<file path="config.mk">
export PLATFORM = sky130hd
export DESIGN_NAME = adc_dc_block_gain_saturate
export DESIGN_NICKNAME = d
export VERILOG_FILES = /design/src/rtl/core/adcdc_pkg.sv /design/src/rtl/core/adcdc_cfg.sv /design/src/rtl/core/adcdc_dp.sv /design/src/rtl/core/adcdc_ctrl.sv /design/src/rtl/core/adc_dc_block_gain_saturate.sv
export VERILOG_INCLUDE_DIRS = /design/src /design/src/rtl/core
export SDC_FILE = /design/constraint.sdc
export NUM_CORES = 1
export LEC_CHECK = 0
export BUFFER_PORTS_ARGS = -buffer_cell sky130_fd_sc_hd__buf_4
export CORE_MARGIN = 4
export CORE_UTILIZATION = 35
export CTS_CLUSTER_SIZE = 16
export DETAILED_ROUTE_END_ITERATION = 10
export HOLD_SLACK_MARGIN = 0.08
export PLACE_DENSITY = 0.49
export SLEW_MARGIN = 20
export SYNTH_ARGS = -nofsm -noshare
export SYNTH_HDL_FRONTEND = slang
export SYNTH_SLANG_ARGS = --single-unit
export TNS_END_PERCENT = 100
</file>
<file path="constraint.sdc">
create_clock -name clk -period 15 [get_ports clk]
set_clock_uncertainty 0.05 [all_clocks]
set_input_delay 0.75 -clock clk [delete_from_list [all_inputs] [get_ports clk]]
set_output_delay 0.75 -clock clk [all_outputs]
set_load 0.005 [all_outputs]
</file>
<file path="src/rtl/core/adc_dc_block_gain_saturate_defines.svh">
// Assertion macros shared by the DC blocking filter RTL.
// Included by modules that carry concurrent checks; no other dependencies.
`ifndef ADC_DC_BLOCK_GAIN_SATURATE_DEFINES_SVH
`define ADC_DC_BLOCK_GAIN_SATURATE_DEFINES_SVH

`ifndef SYNTHESIS

`define ADCDC_ASSERT(lbl, clk, rst, prop) \
  lbl: assert property (@(posedge clk) disable iff (rst) prop) \
    else $error("adcdc assertion failed");

`define ADCDC_ASSERT_ALWAYS(lbl, clk, prop) \
  lbl: assert property (@(posedge clk) prop) \
    else $error("adcdc assertion failed");

`else

`define ADCDC_ASSERT(lbl, clk, rst, prop)

`define ADCDC_ASSERT_ALWAYS(lbl, clk, prop)

`endif

`endif

</file>
<file path="src/rtl/core/adcdc_pkg.sv">
// Shared types and constants for the DC blocking filter with gain and saturation.
// No dependencies; imported by every module of the block.
`default_nettype none

package adcdc_pkg;

  localparam int SAMPLE_BITS_DEF = 12;
  localparam int FRAC_BITS       = 16;
  localparam int DIV_BITS        = 16;
  localparam int GAIN_BITS       = 8;
  localparam int PCM_BITS        = 16;
  localparam int PCM_MAX         = 32767;
  localparam int PCM_MIN         = -32768;

  localparam int CFG_IDX_BITS  = 2;
  localparam int CFG_DATA_BITS = 16;

  localparam logic [CFG_IDX_BITS-1:0] CFG_DC_DIVISOR = 2'd0;
  localparam logic [CFG_IDX_BITS-1:0] CFG_PCM_GAIN   = 2'd1;

  localparam logic [DIV_BITS-1:0]  DIVISOR_RESET = 16'd64;
  localparam logic [GAIN_BITS-1:0] GAIN_RESET    = 8'd1;

  typedef enum logic [2:0] {
    ST_IDLE,
    ST_DIVIDE,
    ST_UPDATE,
    ST_TRUNC,
    ST_SCALE,
    ST_EMIT
  } ctrl_state_t;

  typedef struct packed {
    logic load;
    logic div_step;
    logic update;
    logic trunc;
    logic scale;
    logic emit;
  } dp_cmd_t;

  typedef struct packed {
    logic div_done;
    logic out_free;
  } dp_status_t;

endpackage

`default_nettype wire

</file>
<file path="src/rtl/core/adcdc_cfg.sv">
// Configuration register file: DC follow divisor and output gain.
// Depends on adcdc_pkg for widths, register indexes and reset values.
`default_nettype none

module adcdc_cfg (
  input  logic                                  clk,
  input  logic                                  rst,
  input  logic                                  cfg_valid,
  output logic                                  cfg_ready,
  input  logic [adcdc_pkg::CFG_IDX_BITS-1:0]    cfg_index,
  input  logic [adcdc_pkg::CFG_DATA_BITS-1:0]   cfg_data,
  output logic [adcdc_pkg::DIV_BITS-1:0]        dc_divisor,
  output logic [adcdc_pkg::GAIN_BITS-1:0]       pcm_gain
);
  import adcdc_pkg::*;

  assign cfg_ready = 1'b1;

  always_ff @(posedge clk) begin
    if (rst) begin
      dc_divisor <= DIVISOR_RESET;
      pcm_gain   <= GAIN_RESET;
    end else if (cfg_valid && cfg_ready) begin
      unique case (cfg_index)
        CFG_DC_DIVISOR: dc_divisor <= cfg_data[DIV_BITS-1:0];
        CFG_PCM_GAIN:   pcm_gain   <= cfg_data[GAIN_BITS-1:0];
        default: begin
        end
      endcase
    end
  end

endmodule

`default_nettype wire

</file>
<file path="src/rtl/core/adcdc_dp.sv">
// Datapath: DC estimate, restoring divider, truncation, gain multiply and
// saturating output register. Depends on adcdc_pkg and the assertion header.
`default_nettype none

`include "adc_dc_block_gain_saturate_defines.svh"

module adcdc_dp #(
  parameter int SAMPLE_BITS = adcdc_pkg::SAMPLE_BITS_DEF
) (
  input  logic                                 clk,
  input  logic                                 rst,
  input  adcdc_pkg::dp_cmd_t                   cmd,
  output adcdc_pkg::dp_status_t                status,
  input  logic [SAMPLE_BITS-1:0]               raw_sample,
  input  logic                                 restart,
  input  logic [adcdc_pkg::DIV_BITS-1:0]       dc_divisor,
  input  logic [adcdc_pkg::GAIN_BITS-1:0]      pcm_gain,
  output logic                                 out_valid,
  input  logic                                 out_stall,
  output logic signed [adcdc_pkg::PCM_BITS-1:0] pcm_out,
  output logic                                 clipped
);
  import adcdc_pkg::*;

  localparam int QW   = SAMPLE_BITS + FRAC_BITS;
  localparam int CNTW = $clog2(QW);
  localparam int IW   = SAMPLE_BITS + 1;
  localparam int PW   = IW + GAIN_BITS + 1;

  localparam logic [QW-1:0]          MAX_EST  = {{SAMPLE_BITS{1'b1}}, {FRAC_BITS{1'b0}}};
  localparam logic [CNTW-1:0]        CNT_LAST = CNTW'(QW - 1);
  localparam logic signed [PW-1:0]   SAT_HI   = PW'(PCM_MAX);
  localparam logic signed [PW-1:0]   SAT_LO   = PW'(PCM_MIN);
  localparam logic [PCM_BITS-1:0]    PCM_HI   = PCM_BITS'(PCM_MAX);
  localparam logic [PCM_BITS-1:0]    PCM_LO   = PCM_BITS'(PCM_MIN);

  logic [QW-1:0]          est;
  logic                   dc_valid;
  logic [QW-1:0]          raw_q;
  logic                   neg;
  logic [QW-1:0]          quo;
  logic [DIV_BITS-1:0]    rem;
  logic [DIV_BITS-1:0]    dv;
  logic [CNTW-1:0]        cnt;
  logic signed [IW-1:0]   pint;
  logic signed [PW-1:0]   prod;

  logic [QW-1:0]          raw_q16;
  logic                   seed;
  logic [QW-1:0]          est_eff;
  logic [QW:0]            diff;
  logic [QW:0]            diff_neg;
  logic [QW-1:0]          diff_mag;
  logic [DIV_BITS:0]      rem_sh;
  logic [DIV_BITS:0]      rem_sub;
  logic                   fits;
  logic [QW:0]            q_ext;
  logic [QW:0]            q_s;
  logic [QW:0]            est_sum;
  logic [QW:0]            d2;
  logic                   round_up;
  logic signed [IW-1:0]   pint_next;
  logic signed [PW-1:0]   prod_next;
  logic [PCM_BITS-1:0]    pcm_next;
  logic                   clip_next;
  logic                   out_load;

  always_comb begin
    raw_q16  = {raw_sample, {FRAC_BITS{1'b0}}};
    seed     = restart | ~dc_valid;
    est_eff  = seed ? raw_q16 : est;
    diff     = {1'b0, raw_q16} - {1'b0, est_eff};
    diff_neg = -diff;
    diff_mag = diff[QW] ? diff_neg[QW-1:0] : diff[QW-1:0];

    rem_sh   = {rem, quo[QW-1]};
    rem_sub  = rem_sh - {1'b0, dv};
    fits     = (rem_sh >= {1'b0, dv});

    q_ext    = {1'b0, quo};
    q_s      = neg ? -q_ext : q_ext;
    est_sum  = {1'b0, est} + q_s;

    // The integer part is truncated toward zero, so a negative value with a
    // nonzero fraction rounds up from the arithmetic shift.
    d2        = {1'b0, raw_q} - {1'b0, est};
    round_up  = d2[QW] & (|d2[FRAC_BITS-1:0]);
    pint_next = $signed(d2[QW:FRAC_BITS]) + $signed({{(IW-1){1'b0}}, round_up});

    prod_next = pint * $signed({1'b0, pcm_gain});

    if (prod > SAT_HI) begin
      pcm_next  = PCM_HI;
      clip_next = 1'b1;
    end else if (prod < SAT_LO) begin
      pcm_next  = PCM_LO;
      clip_next = 1'b1;
    end else begin
      pcm_next  = prod[PCM_BITS-1:0];
      clip_next = 1'b0;
    end
  end

  assign status.div_done = (cnt == '0);
  assign status.out_free = ~out_valid | ~out_stall;
  assign out_load        = cmd.emit & status.out_free;

  always_ff @(posedge clk) begin
    if (rst) begin
      est      <= '0;
      dc_valid <= 1'b0;
    end else if (cmd.load) begin
      est      <= est_eff;
      dc_valid <= 1'b1;
    end else if (cmd.update) begin
      est      <= est_sum[QW-1:0];
    end
  end

  always_ff @(posedge clk) begin
    if (cmd.load) begin
      raw_q <= raw_q16;
      neg   <= diff[QW];
      quo   <= diff_mag;
      rem   <= '0;
      dv    <= (dc_divisor == '0) ? DIV_BITS'(1) : dc_divisor;
      cnt   <= CNT_LAST;
    end else if (cmd.div_step) begin
      quo <= {quo[QW-2:0], fits};
      rem <= fits ? rem_sub[DIV_BITS-1:0] : rem_sh[DIV_BITS-1:0];
      cnt <= cnt - CNTW'(1);
    end
    if (cmd.trunc) begin
      pint <= pint_next;
    end
    if (cmd.scale) begin
      prod <= prod_next;
    end
  end

  always_ff @(posedge clk) begin
    if (rst) begin
      out_valid <= 1'b0;
    end else if (out_load) begin
      out_valid <= 1'b1;
    end else if (!out_stall) begin
      out_valid <= 1'b0;
    end
  end

  always_ff @(posedge clk) begin
    if (out_load) begin
      pcm_out <= pcm_next;
      clipped <= clip_next;
    end
  end

  `ADCDC_ASSERT(a_est_in_range, clk, rst, dc_valid |-> (est <= MAX_EST))
  `ADCDC_ASSERT(a_emit_sets_valid, clk, rst, out_load |=> out_valid)
  `ADCDC_ASSERT(a_clip_at_limit, clk, rst,
    (out_valid && clipped) |-> (pcm_out == PCM_HI || pcm_out == PCM_LO))

endmodule

`default_nettype wire

</file>
<file path="src/rtl/core/adcdc_ctrl.sv">
// Controller state machine sequencing load, divide, update, truncate, scale and emit.
// Depends on adcdc_pkg for the state, command and status types.
`default_nettype none

`include "adc_dc_block_gain_saturate_defines.svh"

module adcdc_ctrl (
  input  logic                  clk,
  input  logic                  rst,
  input  logic                  in_valid,
  output logic                  in_stall,
  output adcdc_pkg::dp_cmd_t    cmd,
  input  adcdc_pkg::dp_status_t status
);
  import adcdc_pkg::*;

  ctrl_state_t state;
  ctrl_state_t state_next;

  always_ff @(posedge clk) begin
    if (rst) begin
      state <= ST_IDLE;
    end else begin
      state <= state_next;
    end
  end

  always_comb begin
    state_next = state;
    unique case (state)
      ST_IDLE:   if (in_valid) state_next = ST_DIVIDE;
      ST_DIVIDE: if (status.div_done) state_next = ST_UPDATE;
      ST_UPDATE: state_next = ST_TRUNC;
      ST_TRUNC:  state_next = ST_SCALE;
      ST_SCALE:  state_next = ST_EMIT;
      ST_EMIT:   if (status.out_free) state_next = ST_IDLE;
      default:   state_next = ST_IDLE;
    endcase
  end

  always_comb begin
    cmd      = '0;
    in_stall = 1'b1;
    unique case (state)
      ST_IDLE: begin
        in_stall = 1'b0;
        cmd.load = in_valid;
      end
      ST_DIVIDE: cmd.div_step = 1'b1;
      ST_UPDATE: cmd.update   = 1'b1;
      ST_TRUNC:  cmd.trunc    = 1'b1;
      ST_SCALE:  cmd.scale    = 1'b1;
      ST_EMIT:   cmd.emit     = status.out_free;
      default: begin
      end
    endcase
  end

  `ADCDC_ASSERT(a_load_starts_divide, clk, rst, cmd.load |=> (state == ST_DIVIDE))
  `ADCDC_ASSERT(a_emit_holds, clk, rst,
    (state == ST_EMIT && !status.out_free) |=> (state == ST_EMIT))
  `ADCDC_ASSERT_ALWAYS(a_one_command, clk,
    $onehot0({cmd.load, cmd.div_step, cmd.update, cmd.trunc, cmd.scale, cmd.emit}))

endmodule

`default_nettype wire

</file>
<file path="src/rtl/core/adc_dc_block_gain_saturate.sv">
// DC blocking leaky integrator with gain and saturation, one sample word at a time.
// A new sample is accepted only in the idle state, after the previous word has been
// emitted; the one-bit-per-cycle restoring divider runs SAMPLE_BITS + 16 steps and the
// output handshake can hold the sequencer in its emit state.
// Synchronous reset clears the DC estimate and its seeded flag, the sequencer and
// the output valid, and loads divisor 64 and gain 1.
`default_nettype none

module adc_dc_block_gain_saturate #(
  parameter int SAMPLE_BITS = adcdc_pkg::SAMPLE_BITS_DEF
) (
  input  logic                                  clk,
  input  logic                                  rst,
  input  logic                                  in_valid,
  output logic                                  in_stall,
  input  logic [SAMPLE_BITS-1:0]                raw_sample,
  input  logic                                  restart,
  output logic                                  out_valid,
  input  logic                                  out_stall,
  output logic signed [adcdc_pkg::PCM_BITS-1:0] pcm_out,
  output logic                                  clipped,
  input  logic                                  cfg_valid,
  output logic                                  cfg_ready,
  input  logic [adcdc_pkg::CFG_IDX_BITS-1:0]    cfg_index,
  input  logic [adcdc_pkg::CFG_DATA_BITS-1:0]   cfg_data
);
  import adcdc_pkg::*;

  logic [DIV_BITS-1:0]  dc_divisor;
  logic [GAIN_BITS-1:0] pcm_gain;
  dp_cmd_t              cmd;
  dp_status_t           status;

  adcdc_cfg u_cfg (
    .clk        (clk),
    .rst        (rst),
    .cfg_valid  (cfg_valid),
    .cfg_ready  (cfg_ready),
    .cfg_index  (cfg_index),
    .cfg_data   (cfg_data),
    .dc_divisor (dc_divisor),
    .pcm_gain   (pcm_gain)
  );

  adcdc_ctrl u_ctrl (
    .clk      (clk),
    .rst      (rst),
    .in_valid (in_valid),
    .in_stall (in_stall),
    .cmd      (cmd),
    .status   (status)
  );

  adcdc_dp #(
    .SAMPLE_BITS (SAMPLE_BITS)
  ) u_dp (
    .clk        (clk),
    .rst        (rst),
    .cmd        (cmd),
    .status     (status),
    .raw_sample (raw_sample),
    .restart    (restart),
    .dc_divisor (dc_divisor),
    .pcm_gain   (pcm_gain),
    .out_valid  (out_valid),
    .out_stall  (out_stall),
    .pcm_out    (pcm_out),
    .clipped    (clipped)
  );

endmodule

`default_nettype wire

</file>
==> impl_metrics.py <==
metrics = {
    "global_routing": {
        "grt_pass1_wl_um": 62600,
        "grt_util_met1_pct": 21.8,
        "grt_overflow": 0,
        "grt_max_degree": 80,
        "antenna_found_initial": 0,
        "busiest_layer": "met2",
        "grt_usage_pct": 15.6,
        "grt_util_met3_pct": 3.39,
        "grt_pass1_vias": 11805,
        "grtUsageMet2_pct": 24.3,
    },
    "power": {
        "peakVddDrop_v": 0.0000684,
        "power.density_mw_per_mm2": 97.1,
        "power_leakage_nw": 7.43,
    },
    "yosys": {
        "postSynth.asyncResetShare_pct": 0,
        "ys_top_cells_by_area": "edfxtp_1 21%, fa_1 11%, dfxtp_1 9.8%",
        "ys.flop_type": "edfxtp_1",
        "synthCells": 1772,
        "synth.avg_cell_area_um2": 8.98,
        "synth_top_area_share_pct": 20.6,
        "yosys_warnings": 0,
        "yosys.cell_count.top_type": "nand2_1",
        "synthTopCellsByCount": "197 x nand2_1, 189 x inv_1, 117 x ha_1",
        "synth_top_cell_by_area": "edfxtp_1",
        "synth_fp_nets": 2011,
        "synth_edf_count": 109,
        "synth-seq-cells": 187,
        "seq_area_frac_synth_pct": 30.4,
        "syn_area_mm2": 0.0159,
        "synthDistinctLibCells": 90,
    },
    "die": {
        "io_pins": 56,
        "core_area_mm2": 0.0446,
        "rows": 77,
        "die_width_um": 221,
        "start_util_pct": 35.7,
        "fp.dieH_um": 221,
        "die-area_mm2": 0.0490,
    },
    "detailed_routing": {
        "first_pass_iters": 5,
        "avgRoutedWirePerCell_um": 15.9,
        "routed_via_density": 5.00,
        "drc_errors": 0,
        "drt_wl_total_um": 37700,
        "drt_iter0_markers": 692,
        "vias": 11881,
        "ant_nets": 0,
    },
    "job": {
        "drv_cap": 0,
    },
    "clocking": {
        "clockBufferDepth": 2,
        "cts_resized": 0,
        "cts_hold_buffers": 0,
        "htreeDepth": 4,
        "clkLatencyLatePin_ns": 0.50,
        "root_buffer": "clkbuf_16",
        "postCtsSetupBuffers": 0,
        "cts.reportedPaths.clkPinSlew_ns": 0.08,
        "cts_made_buffers": 17,
        "cts_sinks": 187,
        "cts_tree": "built",
    },
    "critical_path": {
        "cp_cell_sequence": "nand2_1 -> fa_1 -> inv_1 -> fa_1 -> ha_1 -> inv_1 -> fa_1 -> inv_1 -> ha_1 -> a21o_1 -> a21oi_1 -> o21ai_0 -> o41ai_1 -> o21ai_0 -> o21ai_0 -> o21ai_0 -> o41ai_1 -> xnor2_1",
        "setup.worst_path.class": "reg -> reg",
        "cp_num_buf_inv": 3,
        "cp_slowest_stage_delay_ns": 0.62,
        "required_ns": 15.19,
        "critical_path.top_delay_family": "compound AO/OA/AOI/OAI gates",
        "endpoint_kind": "flop",
        "cp_max_fo": 14,
        "critPathMostFrequentCell": "o21ai_0",
        "startpoint_type": "flop",
        "worstPathArrival_ns": 5.95,
        "cp_slowest_cell": "dfxtp_1",
    },
    "cells_and_area": {
        "fill_cells": 4517,
        "syn2layout_area_growth_pct": 9.12,
        "antenna_cells": 0,
        "final_net_count": 2011,
        "layout-drive-gt1-share_pct": 7.90,
        "final_area_mm2": 0.0174,
    },
    "sta": {
        "fmax_mhz": 174,
        "tightest_slew_ns": 1.04,
        "setup_tns_ns": 0,
        "drv_slew": 0,
        "min_period_over_period_pct": 38.4,
        "rsz0062_at_grt": "false",
        "maxSlewHeadroom_pct": 30.5,
        "finalSetupViolCount": 0,
        "hold_violations": 0,
        "finalCriticalPeriod_ns": 5.76,
    },
    "placement": {
        "port_buffers": 54,
        "routabilityCongestion": 0.880,
        "placed_area_mm2": 0.0168,
        "dp_hpwl_um": 29300,
    },
    "status": {
        "outcome": "finished clean",
    },
    "min_path": {
        "min_path_type": "reg -> reg",
    },
}
==> metal layers <==
metal,vias up,part of all wire [%]
li1,6095,-
met1,5562,50
met4,0,2.0
met3,34,3.3
met5,-,0
met2,190,44
==> state kept, by name (all words and copies together), names as in the netlist, 5 cells and up <==
signal	count
u_cfg.dc_divisor	16
u_cfg.pcm_gain	8
u_dp.cnt	5
u_dp.dv	16
u_dp.est	28
u_dp.pcm_out	16
u_dp.pint	13
u_dp.prod	22
u_dp.quo	28
u_dp.raw_q	12
u_dp.rem	16
==> worst paths after layout <==
| check | start | end | slack (ns) | cells past startpoint |
|---|---|---|---|---|
| max | u_cfg.pcm_gain[2] | u_dp.prod[21] | 9.24 | 18 |
| min | u_cfg.dc_divisor[0] | u_cfg.dc_divisor[0] | 0.41 | 2 |
| max reg2reg | u_cfg.pcm_gain[2] | u_dp.prod[21] | 9.24 | 18 |
| min reg2reg | u_cfg.dc_divisor[0] | u_cfg.dc_divisor[0] | 0.41 | 2 |
==> cells in the final DEF, fill, tap and decap left out, drive strengths merged, types with 29 or more instances in the layout <==
cell and instances:
nor2 106, nand2 198, nand3 41, inv 200
xnor2 94, dfxtp 78, buf 63, o21ai 85
edfxtp 109, fa 86, a21oi 110, and2 60
a21o 29, mux2i 29, xor2 47, ha 117
==> per-stage QoR <==
stage / power (mW) / instances / hold WS, ns / setup slack (ns) / utilization, %
after floorplan: 1.10 / 1772 / 0.386 / 9.84 / -
after global placement: 1.22 / 2345 / 0.392 / 9.31 / 37.6
after detailed placement: 1.23 / 2345 / 0.396 / 9.22 / 37.6
after CTS: 1.71 / 2377 / 0.375 / 9.18 / 38.9
after global routing: 1.81 / 2377 / 0.389 / 8.83 / 38.9
final: 1.69 / 2377 / 0.411 / 9.24 / 38.9
==> cells by family after synthesis <==
kind of cell / count (synthesis) / synth area share (%)
compound gates: 372 / 15.2
fa+ha+maj: 203 / 20.0
simple gates: 567 / 17.8
buf+inv: 272 / 6.86
flops: 187 / 30.4
mux: 29 / 1.82
other cells: 1 / 0.0236
xor+xnor: 141 / 7.90
==> area by class of cell <==
| type | instances | area (um2) | area share [%] |
|---|---|---|---|
| well taps | 592 | 741 | 4.26 |
| clock buffers | 19 | 453 | 2.61 |
| multi-input cells | 1313 | 10000 | 57.7 |
| inverters | 190 | 713 | 4.11 |
| flip-flops and latches | 187 | 4830 | 27.8 |
| clock inverters | 13 | 138 | 0.792 |
| repair buffers | 63 | 473 | 2.72 |
==> tightest hold or removal path, delay by kind of cell (launching register included) <==
kind            cells  cell delay (ns)
compound gates      1             0.05
flops               1             0.31
simple gates        1             0.05
==> power by group <==
group          internal [mW]  switching [mW]  total, mW
Sequential             0.596          0.0416      0.638
Clock                  0.237           0.235      0.472
Combinational          0.249           0.328      0.577
No activity file was read; power rests on OpenSTA's default activity.
